===== src/design/ois_pkg.sv =====
// ============================================================================
// ois_pkg: shared definitions for the ordered ID set
// Operation codes, field widths and the result record passed to the top level.
// ============================================================================
package ois_pkg;

    localparam int OP_W    = 2;
    localparam int ID_W    = 22;
    localparam int COUNT_W = 5;

    localparam logic [OP_W-1:0] OP_ADD    = 2'd0;
    localparam logic [OP_W-1:0] OP_REMOVE = 2'd1;
    localparam logic [OP_W-1:0] OP_QUERY  = 2'd2;

    typedef struct packed {
        logic               found;
        logic               overflow;
        logic [COUNT_W-1:0] count;
    } res_t;

endpackage


===== src/design/ois_ram.sv =====
// ============================================================================
// ois_ram: slot memory
// One write port and one read port with registered read data.
// ============================================================================
module ois_ram #(
    parameter int DEPTH = 16,
    parameter int AW    = 4
) (
    input  logic                       clk,
    input  logic                       we,
    input  logic [AW-1:0]              waddr,
    input  logic [ois_pkg::ID_W-1:0]   wdata,
    input  logic [AW-1:0]              raddr,
    output logic [ois_pkg::ID_W-1:0]   rdata
);

    logic [ois_pkg::ID_W-1:0] mem [DEPTH];
    logic [ois_pkg::ID_W-1:0] rdata_reg;

    always_ff @(posedge clk)
    begin
        if (we)
        begin
            mem[waddr] <= wdata;
        end
        rdata_reg <= mem[raddr];
    end

    assign rdata = rdata_reg;

endmodule


===== src/design/ois_engine.sv =====
// ============================================================================
// ois_engine: search and shift sequencer
// Walks the slot memory one entry per cycle with a single comparator, and
// closes the gap after a removal by copying later entries down one slot.
// ============================================================================
module ois_engine #(
    parameter int CAPACITY = 16,
    parameter int AW       = 4,
    parameter int CW       = 5
) (
    input  logic                        clk,
    input  logic                        rst_n,
    input  logic                        start,
    input  logic [ois_pkg::OP_W-1:0]    op,
    input  logic [ois_pkg::ID_W-1:0]    proc_id,
    output logic                        busy,
    output logic                        res_valid,
    input  logic                        res_ready,
    output ois_pkg::res_t               res,
    output logic                        mem_we,
    output logic [AW-1:0]               mem_waddr,
    output logic [ois_pkg::ID_W-1:0]    mem_wdata,
    output logic [AW-1:0]               mem_raddr,
    input  logic [ois_pkg::ID_W-1:0]    mem_rdata
);

    localparam int COUNT_W = ois_pkg::COUNT_W;

    typedef enum logic [3:0] {
        ST_IDLE   = 4'b0001,
        ST_SEARCH = 4'b0010,
        ST_SHIFT  = 4'b0100,
        ST_DONE   = 4'b1000
    } state_t;

    state_t                   state_reg, state_next;
    logic [CW-1:0]            idx_reg, idx_next;
    logic [CW-1:0]            fill_reg, fill_next;
    logic [CW-1:0]            rd_idx;
    logic                     found_reg, found_next;
    logic                     ovf_reg, ovf_next;
    logic [ois_pkg::OP_W-1:0] op_reg, op_next;
    logic [ois_pkg::ID_W-1:0] id_reg, id_next;
    logic                     hit;

    assign hit = (mem_rdata == id_reg);

    always_comb
    begin
        state_next = state_reg;
        idx_next   = idx_reg;
        fill_next  = fill_reg;
        found_next = found_reg;
        ovf_next   = ovf_reg;
        op_next    = op_reg;
        id_next    = id_reg;
        rd_idx     = idx_reg;
        mem_we     = 1'b0;
        mem_waddr  = fill_reg[AW-1:0];
        mem_wdata  = id_reg;
        res_valid  = 1'b0;

        unique case (state_reg)
            ST_IDLE:
            begin
                if (start)
                begin
                    id_next    = proc_id;
                    op_next    = op;
                    found_next = 1'b0;
                    ovf_next   = 1'b0;
                    idx_next   = '0;
                    rd_idx     = '0;
                    unique case (op) inside
                        ois_pkg::OP_ADD:
                        begin
                            if (fill_reg == CW'(CAPACITY))
                            begin
                                ovf_next = 1'b1;
                            end
                            else
                            begin
                                mem_we    = 1'b1;
                                mem_wdata = proc_id;
                                fill_next = fill_reg + CW'(1);
                            end
                            state_next = ST_DONE;
                        end
                        ois_pkg::OP_REMOVE, ois_pkg::OP_QUERY:
                        begin
                            state_next = (fill_reg == '0) ? ST_DONE : ST_SEARCH;
                        end
                        default:
                        begin
                            state_next = ST_DONE;
                        end
                    endcase
                end
            end
            ST_SEARCH:
            begin
                if (hit)
                begin
                    found_next = 1'b1;
                    state_next = ST_DONE;
                    if (op_reg == ois_pkg::OP_REMOVE)
                    begin
                        fill_next = fill_reg - CW'(1);
                        // close the gap only if later entries exist
                        if (idx_reg < fill_reg - CW'(1))
                        begin
                            rd_idx     = idx_reg + CW'(1);
                            state_next = ST_SHIFT;
                        end
                    end
                end
                else if (idx_reg + CW'(1) < fill_reg)
                begin
                    idx_next = idx_reg + CW'(1);
                    rd_idx   = idx_reg + CW'(1);
                end
                else
                begin
                    state_next = ST_DONE;
                end
            end
            ST_SHIFT:
            begin
                // read data holds the entry one above idx
                mem_we    = 1'b1;
                mem_waddr = idx_reg[AW-1:0];
                mem_wdata = mem_rdata;
                if (idx_reg + CW'(1) < fill_reg)
                begin
                    idx_next = idx_reg + CW'(1);
                    rd_idx   = idx_reg + CW'(2);
                end
                else
                begin
                    state_next = ST_DONE;
                end
            end
            ST_DONE:
            begin
                res_valid = 1'b1;
                if (res_ready)
                begin
                    state_next = ST_IDLE;
                end
            end
            default:
            begin
                state_next = ST_IDLE;
            end
        endcase
    end

    assign mem_raddr    = rd_idx[AW-1:0];
    assign busy         = (state_reg != ST_IDLE);
    assign res.found    = found_reg;
    assign res.overflow = ovf_reg;
    assign res.count    = COUNT_W'(fill_reg);

    always_ff @(posedge clk or negedge rst_n)
    begin
        if (!rst_n)
        begin
            state_reg <= ST_IDLE;
            fill_reg  <= '0;
        end
        else
        begin
            state_reg <= state_next;
            fill_reg  <= fill_next;
        end
    end

    always_ff @(posedge clk)
    begin
        idx_reg   <= idx_next;
        found_reg <= found_next;
        ovf_reg   <= ovf_next;
        op_reg    <= op_next;
        id_reg    <= id_next;
    end

`ifndef SYNTHESIS
    a_fill_bound: assert property (@(posedge clk) disable iff (!rst_n)
        fill_reg <= CW'(CAPACITY))
        else $error("fill count above capacity");

    a_walk_in_range: assert property (@(posedge clk) disable iff (!rst_n)
        (state_reg == ST_SEARCH || state_reg == ST_SHIFT) |-> idx_reg < fill_reg)
        else $error("walk index beyond filled slots");

    a_write_window: assert property (@(posedge clk) disable iff (!rst_n)
        mem_we |-> (state_reg == ST_SHIFT || (state_reg == ST_IDLE && start)))
        else $error("slot write outside add or shift");

    a_fill_step: assert property (@(posedge clk) disable iff (!rst_n)
        (state_reg == ST_DONE) |=> $stable(fill_reg))
        else $error("fill changed while result pending");
`endif

endmodule


===== src/design/ordered_id_set_add_remove_query_top.sv =====
// ============================================================================
// ordered_id_set_add_remove_query_top: ordered list of process identifiers
// Add, remove with order-keeping shift, and membership query over a bounded
// list, with a registered result stage toward the consumer.
// ============================================================================
// Sequence: add or an unknown code goes from the request straight to the done
//   state; query and remove first compare entries in order, and remove then
//   shifts later entries down; every result then passes the output register.
// Requests: one is taken only after the last result has moved into the output
//   register; the single comparator walks the slot memory's one read port one
//   entry per cycle, and a stalled response holds the sequencer and requests.
// Reset: the fill count clears to zero and the sequencer idles; slot contents
//   are not cleared, since only slots below the fill count are ever compared or copied.
module ordered_id_set_add_remove_query_top #(
    parameter int CAPACITY = 16
) (
    input  logic                               clk,
    input  logic                               rst_n,
    // request channel
    input  logic                               req_valid,
    output logic                               req_stall,
    input  logic [ois_pkg::OP_W-1:0]           op,
    input  logic [ois_pkg::ID_W-1:0]           proc_id,
    // response channel
    output logic                               rsp_valid,
    input  logic                               rsp_stall,
    output logic                               found,
    output logic                               overflow,
    output logic [ois_pkg::COUNT_W-1:0]        count
);

    // Slot address width; a one-entry list still gets a one-bit address.
    localparam int AW = (CAPACITY > 1) ? $clog2(CAPACITY) : 1;
    // Counter width, wide enough to hold CAPACITY itself.
    localparam int CW = $clog2(CAPACITY + 1);

    logic                     busy;
    logic                     start;
    logic                     res_valid;
    logic                     res_ready;
    ois_pkg::res_t            res;
    ois_pkg::res_t            rsp_reg;
    logic                     rsp_valid_reg;
    logic                     mem_we;
    logic [AW-1:0]            mem_waddr;
    logic [ois_pkg::ID_W-1:0] mem_wdata;
    logic [AW-1:0]            mem_raddr;
    logic [ois_pkg::ID_W-1:0] mem_rdata;

    // Hold off new requests while the engine searches, shifts or holds a result.
    assign req_stall = busy;
    assign start     = req_valid && !busy;

    ois_ram #(
        .DEPTH (CAPACITY),
        .AW    (AW)
    ) u_ram (
        .clk   (clk),
        .we    (mem_we),
        .waddr (mem_waddr),
        .wdata (mem_wdata),
        .raddr (mem_raddr),
        .rdata (mem_rdata)
    );

    ois_engine #(
        .CAPACITY (CAPACITY),
        .AW       (AW),
        .CW       (CW)
    ) u_engine (
        .clk       (clk),
        .rst_n     (rst_n),
        .start     (start),
        .op        (op),
        .proc_id   (proc_id),
        .busy      (busy),
        .res_valid (res_valid),
        .res_ready (res_ready),
        .res       (res),
        .mem_we    (mem_we),
        .mem_waddr (mem_waddr),
        .mem_wdata (mem_wdata),
        .mem_raddr (mem_raddr),
        .mem_rdata (mem_rdata)
    );

    // Output register: take a new result when empty or when the held one
    // leaves this cycle; the engine holds its result while the consumer stalls.
    assign res_ready = !rsp_valid_reg || !rsp_stall;

    always_ff @(posedge clk or negedge rst_n)
    begin
        if (!rst_n)
        begin
            rsp_valid_reg <= 1'b0;
        end
        else if (res_valid && res_ready)
        begin
            rsp_valid_reg <= 1'b1;
        end
        else if (!rsp_stall)
        begin
            rsp_valid_reg <= 1'b0;
        end
    end

    // Payload: load only on a transfer into the stage, hold otherwise.
    always_ff @(posedge clk)
    begin
        if (res_valid && res_ready)
        begin
            rsp_reg <= res;
        end
    end

    assign rsp_valid = rsp_valid_reg;
    assign found     = rsp_reg.found;
    assign overflow  = rsp_reg.overflow;
    assign count     = rsp_reg.count;

endmodule


===== config.mk =====
export PLATFORM = sky130hd
export DESIGN_NAME = ordered_id_set_add_remove_query_top
export DESIGN_NICKNAME = d
export VERILOG_FILES = /design/src/design/ois_pkg.sv /design/src/design/ois_ram.sv /design/src/design/ois_engine.sv /design/src/design/ordered_id_set_add_remove_query_top.sv
export SDC_FILE = /design/constraint.sdc
export NUM_CORES = 1
export LEC_CHECK = 0
export ABC_AREA = 1
export ABC_CLOCK_PERIOD_IN_PS = 7200
export BUFFER_PORTS_ARGS = -buffer_cell sky130_fd_sc_hd__buf_2
export CAP_MARGIN = 20
export CORE_UTILIZATION = 32
export CTS_CLUSTER_DIAMETER = 80
export CTS_CLUSTER_SIZE = 14
export DETAILED_ROUTE_END_ITERATION = 6
export GPL_ROUTABILITY_DRIVEN = 0
export PLACE_DENSITY_LB_ADDON = 0.25
export RECOVER_POWER = 50
export SYNTH_ARGS = -nofsm -noshare
export SYNTH_HDL_FRONTEND = slang
export SYNTH_SLANG_ARGS = --single-unit

===== constraint.sdc =====
create_clock -name clk -period 7.2 [get_ports clk]
set_clock_uncertainty 0.2 [all_clocks]
set_input_delay 1.44 -clock clk [delete_from_list [all_inputs] [get_ports clk]]
set_output_delay 1.44 -clock clk [all_outputs]
set_load 0.05 [all_outputs]

-- Word-level counts from Yosys, hierarchy flattened
Memory sizes are Yosys's and may differ from the RTL's. A register that Yosys moved wholly into a read port is not among the register bits.
Cells that the tools add are included.
- add/sub/neg operators: 4
- multipliers: 0
- div/mod/pow operators: 0
- order comparisons: 2
- equality and inequality tests: 18
- shift operators: 0
- muxes and demuxes: 42
- bitwise operators: 0
- reductions and logical operators: 16
- operators with widths (operator ; number):
    22-bit 2-to-1 mux ; 3
    4-bit 2-to-1 mux ; 13
    22-bit case mux with 2 select lines ; 1
    5-bit 2-to-1 mux ; 8
    22-bit == test ; 1
    4-bit case mux with 4 select lines ; 1
    5-bit case mux with 3 select lines ; 1
    4-bit case mux with 3 select lines ; 1
    1-bit 2-to-1 mux ; 11
    5-bit by 1-bit adder with 5-bit output (second input constant) ; 2
    5-bit less-than comparator ; 2
    5-bit case mux with 2 select lines ; 1
    2-bit by 1-bit != test with 1-bit output (second input constant) ; 4
    2-bit != test (second input constant) ; 4
    2-bit AND reduction ; 3
    6-bit AND reduction ; 1
    5-bit == test (second input constant) ; 1
    5-bit zero test ; 1
    5-bit by 1-bit subtractor with 5-bit output (second input constant) ; 1
    4-bit by 2-bit adder with 4-bit output (second input constant) ; 1
    2-bit by 1-bit == test with 1-bit output (second input constant) ; 2
    4-bit by 1-bit == test with 1-bit output (second input constant) ; 1
    4-bit by 2-bit == test with 1-bit output (second input constant) ; 1
    4-bit by 3-bit == test with 1-bit output (second input constant) ; 1
    other kinds (12) ; 16
- flip-flop bits (word level): 48
- latch bits: 0
- memory bits (writable): 352
- memory bits (read-only): 0
- bits of input ports: 28
- memories kept: 1
- memories (name ; depth ; width ; read ports ; clocked after Yosys merged registers in ; wr ports ; line ; RTL):
    u_ram.mem ; 16 ; 22 ; 1 ; 1 ; 1 ; ois_ram.sv:17 ; logic [ois_pkg::ID_W-1:0] mem [DEPTH];

-- Logic depth before layout (Yosys ltp)
- word-level depth: 7
- depth in mapped cells: 28
- gate-level depth less buffers: 26

-- Modules after synthesis
From an unflattened synthesis, not the netlist that was laid out.
- cells, all modules: 1983
- area, all modules: 19466.2 µm²
- by module, submodules not included (module ; instances ; cells an instance ; area an instance (µm²)):
    ois_ram ; 1 ; 1466 ; 15650.0
    ois_engine ; 1 ; 503 ; 3557.2
    ordered_id_set_add_remove_query_top ; 1 ; 14 ; 259.0

-- Least setup slack after synthesis
OpenSTA, ideal clock, no wires.
- kind: input-to-reg
- start point: input port req_valid
- end point: memory u_ram.mem[11][0] in the netlist's numbering (enable)
- arrival time: 4418 ps
- path slack: 2182 ps
- stages: 8
- path buffers: 0
- cell sequence: inv_1 > nor2_1 > inv_1 > nor2_1 > inv_1 > nand2_1 > nand3_1 > nor2_1
- word-level cells in the longest chain between the ends: 5
- ends and longest elaborated chain (item ; line ; RTL):
    start: declaration ; ordered_id_set_add_remove_query_top.sv:20 ; input logic req_valid,
    1-bit logical AND ; ordered_id_set_add_remove_query_top.sv:52 ; assign start = req_valid && !busy;
    1-bit 2-to-1 mux ; ois_engine.sv:66 ; if (start)
    1-bit case mux with 2 select lines ; ois_engine.sv:63 ; unique case (state_reg)
    1-bit 2-to-1 mux ; ois_ram.sv:22 ; if (we)
    1-bit 2-to-1 mux (implied by the code) ; ois_ram.sv:24 ; mem[waddr] <= wdata;
    end: declaration ; ois_ram.sv:17 ;
Every way passes these cells.

-- Worst setup path after layout
- start point: register u_engine.state_reg[3]
- end point: register u_ram.rdata_reg, in the netlist u_ram.rdata[19], read port of u_ram.mem
- word-level cells in the longest chain between the ends: 5
- ends and longest elaborated chain (item ; line ; RTL):
    start: declaration ; ois_engine.sv:36 ; state_t state_reg, state_next;
    start signal: assignment ; ois_engine.sv:173 ; state_reg <= state_next;
    4-bit by 1-bit != test with 1-bit output ; ois_engine.sv:159 ; assign busy = (state_reg != ST_IDLE);
    1-bit zero test ; ordered_id_set_add_remove_query_top.sv:52 ;
    1-bit logical AND ; ordered_id_set_add_remove_query_top.sv:52 ;
    5-bit 2-to-1 mux ; ois_engine.sv:66 ;
    4-bit case mux with 3 select lines (*) ; ois_engine.sv:63 ;
    end: declaration ; ois_ram.sv:18 ; logic [ois_pkg::ID_W-1:0] rdata_reg;
Mark *: on every way between the ends. The rest lies on a longest branch, timed or not.
A chain may end at the register's enable or synchronous reset.

==> flow_summary.yaml <==
sta:
  grt_setup_unrepaired: "false"
  setup_viol: 0
  slew_headroom: -0.304
  finalSetupTns_ps: 0
  hold_viol_final: 0
  fmax_ghz: 0.172
  tightest_slew_ps: 1960
  final_max_slew_viol_count: 67
  period_share: 0.809
  fin_hold_ws_ps: 230
  period_minus_slack_ps: 5820
worst_setup_path:
  path_max_fanout: 63
  cpMostUsedCell: "nand2_1"
  cpPeakStageDelay_ps: 910
  required_ps: 7440
  path_cells: "nor2_1 -> nand3_1 -> clkbuf_1 -> inv_1 -> nor2_1 -> nand2_2 -> inv_2 -> a211oi_2 -> nand2_4 -> nand2_4 -> buf_12 -> nand2_1 -> nand2_1 -> nand2_1 -> nand3_1 -> nand3_1 -> nand2_1"
  critical_path.top_delay_family: "simple AND/OR/NAND/NOR gates"
  cp-start-kind: "flop"
  worstReg2RegEnd: "u_ram.rdata[19]$_DFF_P_"
  reg2reg_depth: 17
  crit_arrival_ps: 6060
  crit_path_end_kind: "flop"
  path_class: "reg2reg"
  path_buf_inv: 4
  reg2reg_setup_slack_ps: 1380
  timing.rr.start: "u_engine.state_reg[3]$_DFFE_PN0P_"
  critPathSlowestCell: "clkbuf_1"
route:
  dr.pass1.iters: 5
  num_vias: 13600
  viasPerCell: 4.95
  post-route-drc-count: 0
  ant_nets: 0
  drt_wl_total_mm: 54.1
  drt_iter0_markers: 1135
  wl_per_cell_um: 19.7
global_route:
  grt_max_degree: 99
  grt_pass1_vias: 12800
  grt_pass1_wl_mm: 80.5
  grt_antenna_before_repair: 0
  globalRouteTotalUtil: 0.177
  grt_overflow: 0
worst_hold_path:
  min_from: "u_engine.ovf_reg$_SDFFCE_PP0P_"
  hold_depth: 0
  hold_path_class: "reg2reg"
  min_to: "overflow$_DFFE_PP_"
floorplan:
  core-area_mm2: 0.0594
  start_util: 0.326
  io_pins: 37
  dieHeight_um: 248
  fp.dieArea_mm2: 0.0615
  die_w_um: 248
  rows: 89
placement:
  dpl.hpwl_mm: 29.1
  io_buffers: 36
clocking:
  numCtsBuffers: 37
  cts.repair.resized: 0
  h-tree-depth: 2
  post_cts_buffers: 0
  holdBufCountCts: 0
  clk_pin_slew_ps: 70
  clk_latency_ps: 560
  clockBufferDepth: 3
  tritoncts: "yes"
  clock_sinks: 422
  root_buffer: "clkbuf_16"
yosys:
  synth_cells: 1919
  ys_seq_area_frac: 0.641
  avgSynthCellArea_um2: 10.1
  synth_ff_type: "edfxtp_1"
  ys_seq_elements: 422
  async_reset_ff_frac: 0.0237
  yosys_warnings: 0
  syn_nets: 1960
  synthesis.area_mm2: 0.0194
  ys_types: 43
  synth_edf_count: 390
layout:
  final_util: 0.364
  largest_reg_flops: 352
  syn2layout_area_growth_pct: 11.6
  diodes: 0
  fillCellCount: 5895
  nets: 1988
  multi_input_area_mm2: 0.00544
  drive_above_1_share: 0.0594
  regArea_mm2: 0.0124
power_and_ir_drop:
  vdd_drop_max_mv: 0.231
  p_per_area_mw_per_mm2: 482
  p_leak_uw: 0.00868
flow_run:
  cap_violations: 2
run_status:
  violations: "max-capacitance violations, max-slew violations"
  status: "finished with violations"
metrics by stage:
step	total power [µW]	cells	cell area [µm²]	setup WS (ps)
6_report	10400	2744	21600	1380
5_1_grt	11100	2744	21600	1120
4_1_cts	10500	2734	21600	2290
3_5_place_dp	8580	2671	20500	2300
3_3_place_gp	8510	2669	20500	2340
2_1_floorplan	7030	1919	19400	2180
cells by family after synthesis:
| group | synth area share |
|---|---|
| DFF | 0.641 |
| adders and majority gates | 0.00840 |
| and+or+nand+nor | 0.225 |
| buffers and inverters | 0.0854 |
| AOI/OAI and AO/OA | 0.0347 |
| xor gates and xnor gates | 0.00633 |
worst register-to-register path, stage by stage (launching register included):
cell and delay, ps:
dfrtp_1 450, nor2_1 100, nand3_1 380, clkbuf_1 910, inv_1 400, nor2_1 530
nand2_2 270, inv_2 230, a211oi_2 80, nand2_4 530, nand2_4 690, buf_12 450
nand2_1 120, nand2_1 50, nand2_1 50, nand3_1 70, nand3_1 100, nand2_1 80
routing by layer:
layer / track usage / routed length (µm) / up-vias / share of wire
li1: - / - / 6506 / -
met2: 0.289 / 25400 / 421 / 0.47
met4: 0.0487 / 1270 / 0 / 0.023
met5: 0 / 0 / - / 0
met3: 0.0271 / 3130 / 82 / 0.058
met1: 0.245 / 24300 / 6584 / 0.45
synth_stat cells (2+ instances only):
| cell type | number | area (µm²) |
|---|---|---|
| nand3_2 | 2 | 20.0 |
| dfrtp_1 | 9 | 225 |
| nor3_1 | 3 | 15.0 |
| edfxtp_1 | 390 | 11700 |
| nand2_2 | 3 | 18.8 |
| clkinv_1 | 3 | 11.3 |
| o21ai_1 | 3 | 15.0 |
| xor2_1 | 12 | 105 |
| xnor2_1 | 2 | 17.5 |
| buf_1 | 17 | 63.8 |
| inv_2 | 7 | 26.3 |
| a21oi_1 | 27 | 135 |
| nor2_1 | 52 | 195 |
| a211oi_1 | 2 | 15.0 |
| nand3_1 | 421 | 2110 |
| o221ai_1 | 18 | 158 |
| nand4_1 | 4 | 25.0 |
| inv_1 | 302 | 1130 |
| ha_1 | 13 | 163 |
| buf_2 | 35 | 175 |
| nand3b_1 | 50 | 375 |
| o211ai_1 | 7 | 52.6 |
| buf_4 | 18 | 135 |
| o21ai_0 | 37 | 185 |
| dfxtp_1 | 22 | 440 |
| clkbuf_1 | 29 | 109 |
| nand2_1 | 415 | 1560 |
cell usage in the layout, fill, tap and decap left out, types with 12 or more instances in the layout:
cell	synthesis	final
buf_4	18	26
a21oi_1	27	27
ha_1	13	13
clkbuf_1	29	66
nor2_1	52	38
clkbuf_16	0	38
inv_1	302	303
edfxtp_1	390	390
nand3_1	421	423
nand2_1	415	413
o221ai_1	18	18
nand3b_1	50	50
nor2_4	1	15
xor2_1	12	12
dfxtp_1	22	22
o21ai_0	37	40
report_power, final:
group	total (µW)	internal (µW)	switching, µW
sequential	3440	3300	146
clock	1920	1020	894
combinational	5060	1370	3690
total	10400	5690	4730
layout make-up:
cell class,count,area share
Clock buffer,58,0.0475
Clock inverter,5,0.00342
Inverter,312,0.0542
Tap cell,773,0.0448
Sequential cell,422,0.574
Timing Repair Buffer,88,0.0238
Multi-Input combinational cell,1086,0.252
worst max path at each step:
stage,from,end,cells past startpoint
floorplan,req_valid,u_ram.mem[11][0]$_DFFE_PP_,8
global placement,u_engine.idx_reg[1]$_DFFE_PP_,u_ram.rdata[21]$_DFF_P_,23
detailed placement,u_engine.idx_reg[1]$_DFFE_PP_,u_ram.rdata[21]$_DFF_P_,22
CTS,u_engine.idx_reg[1]$_DFFE_PP_,u_ram.rdata[21]$_DFF_P_,22
global route,u_engine.state_reg[3]$_DFFE_PN0P_,u_ram.rdata[21]$_DFF_P_,17
finish,u_engine.state_reg[3]$_DFFE_PN0P_,u_ram.rdata[19]$_DFF_P_,17
Power figures use the tool's default switching activity.
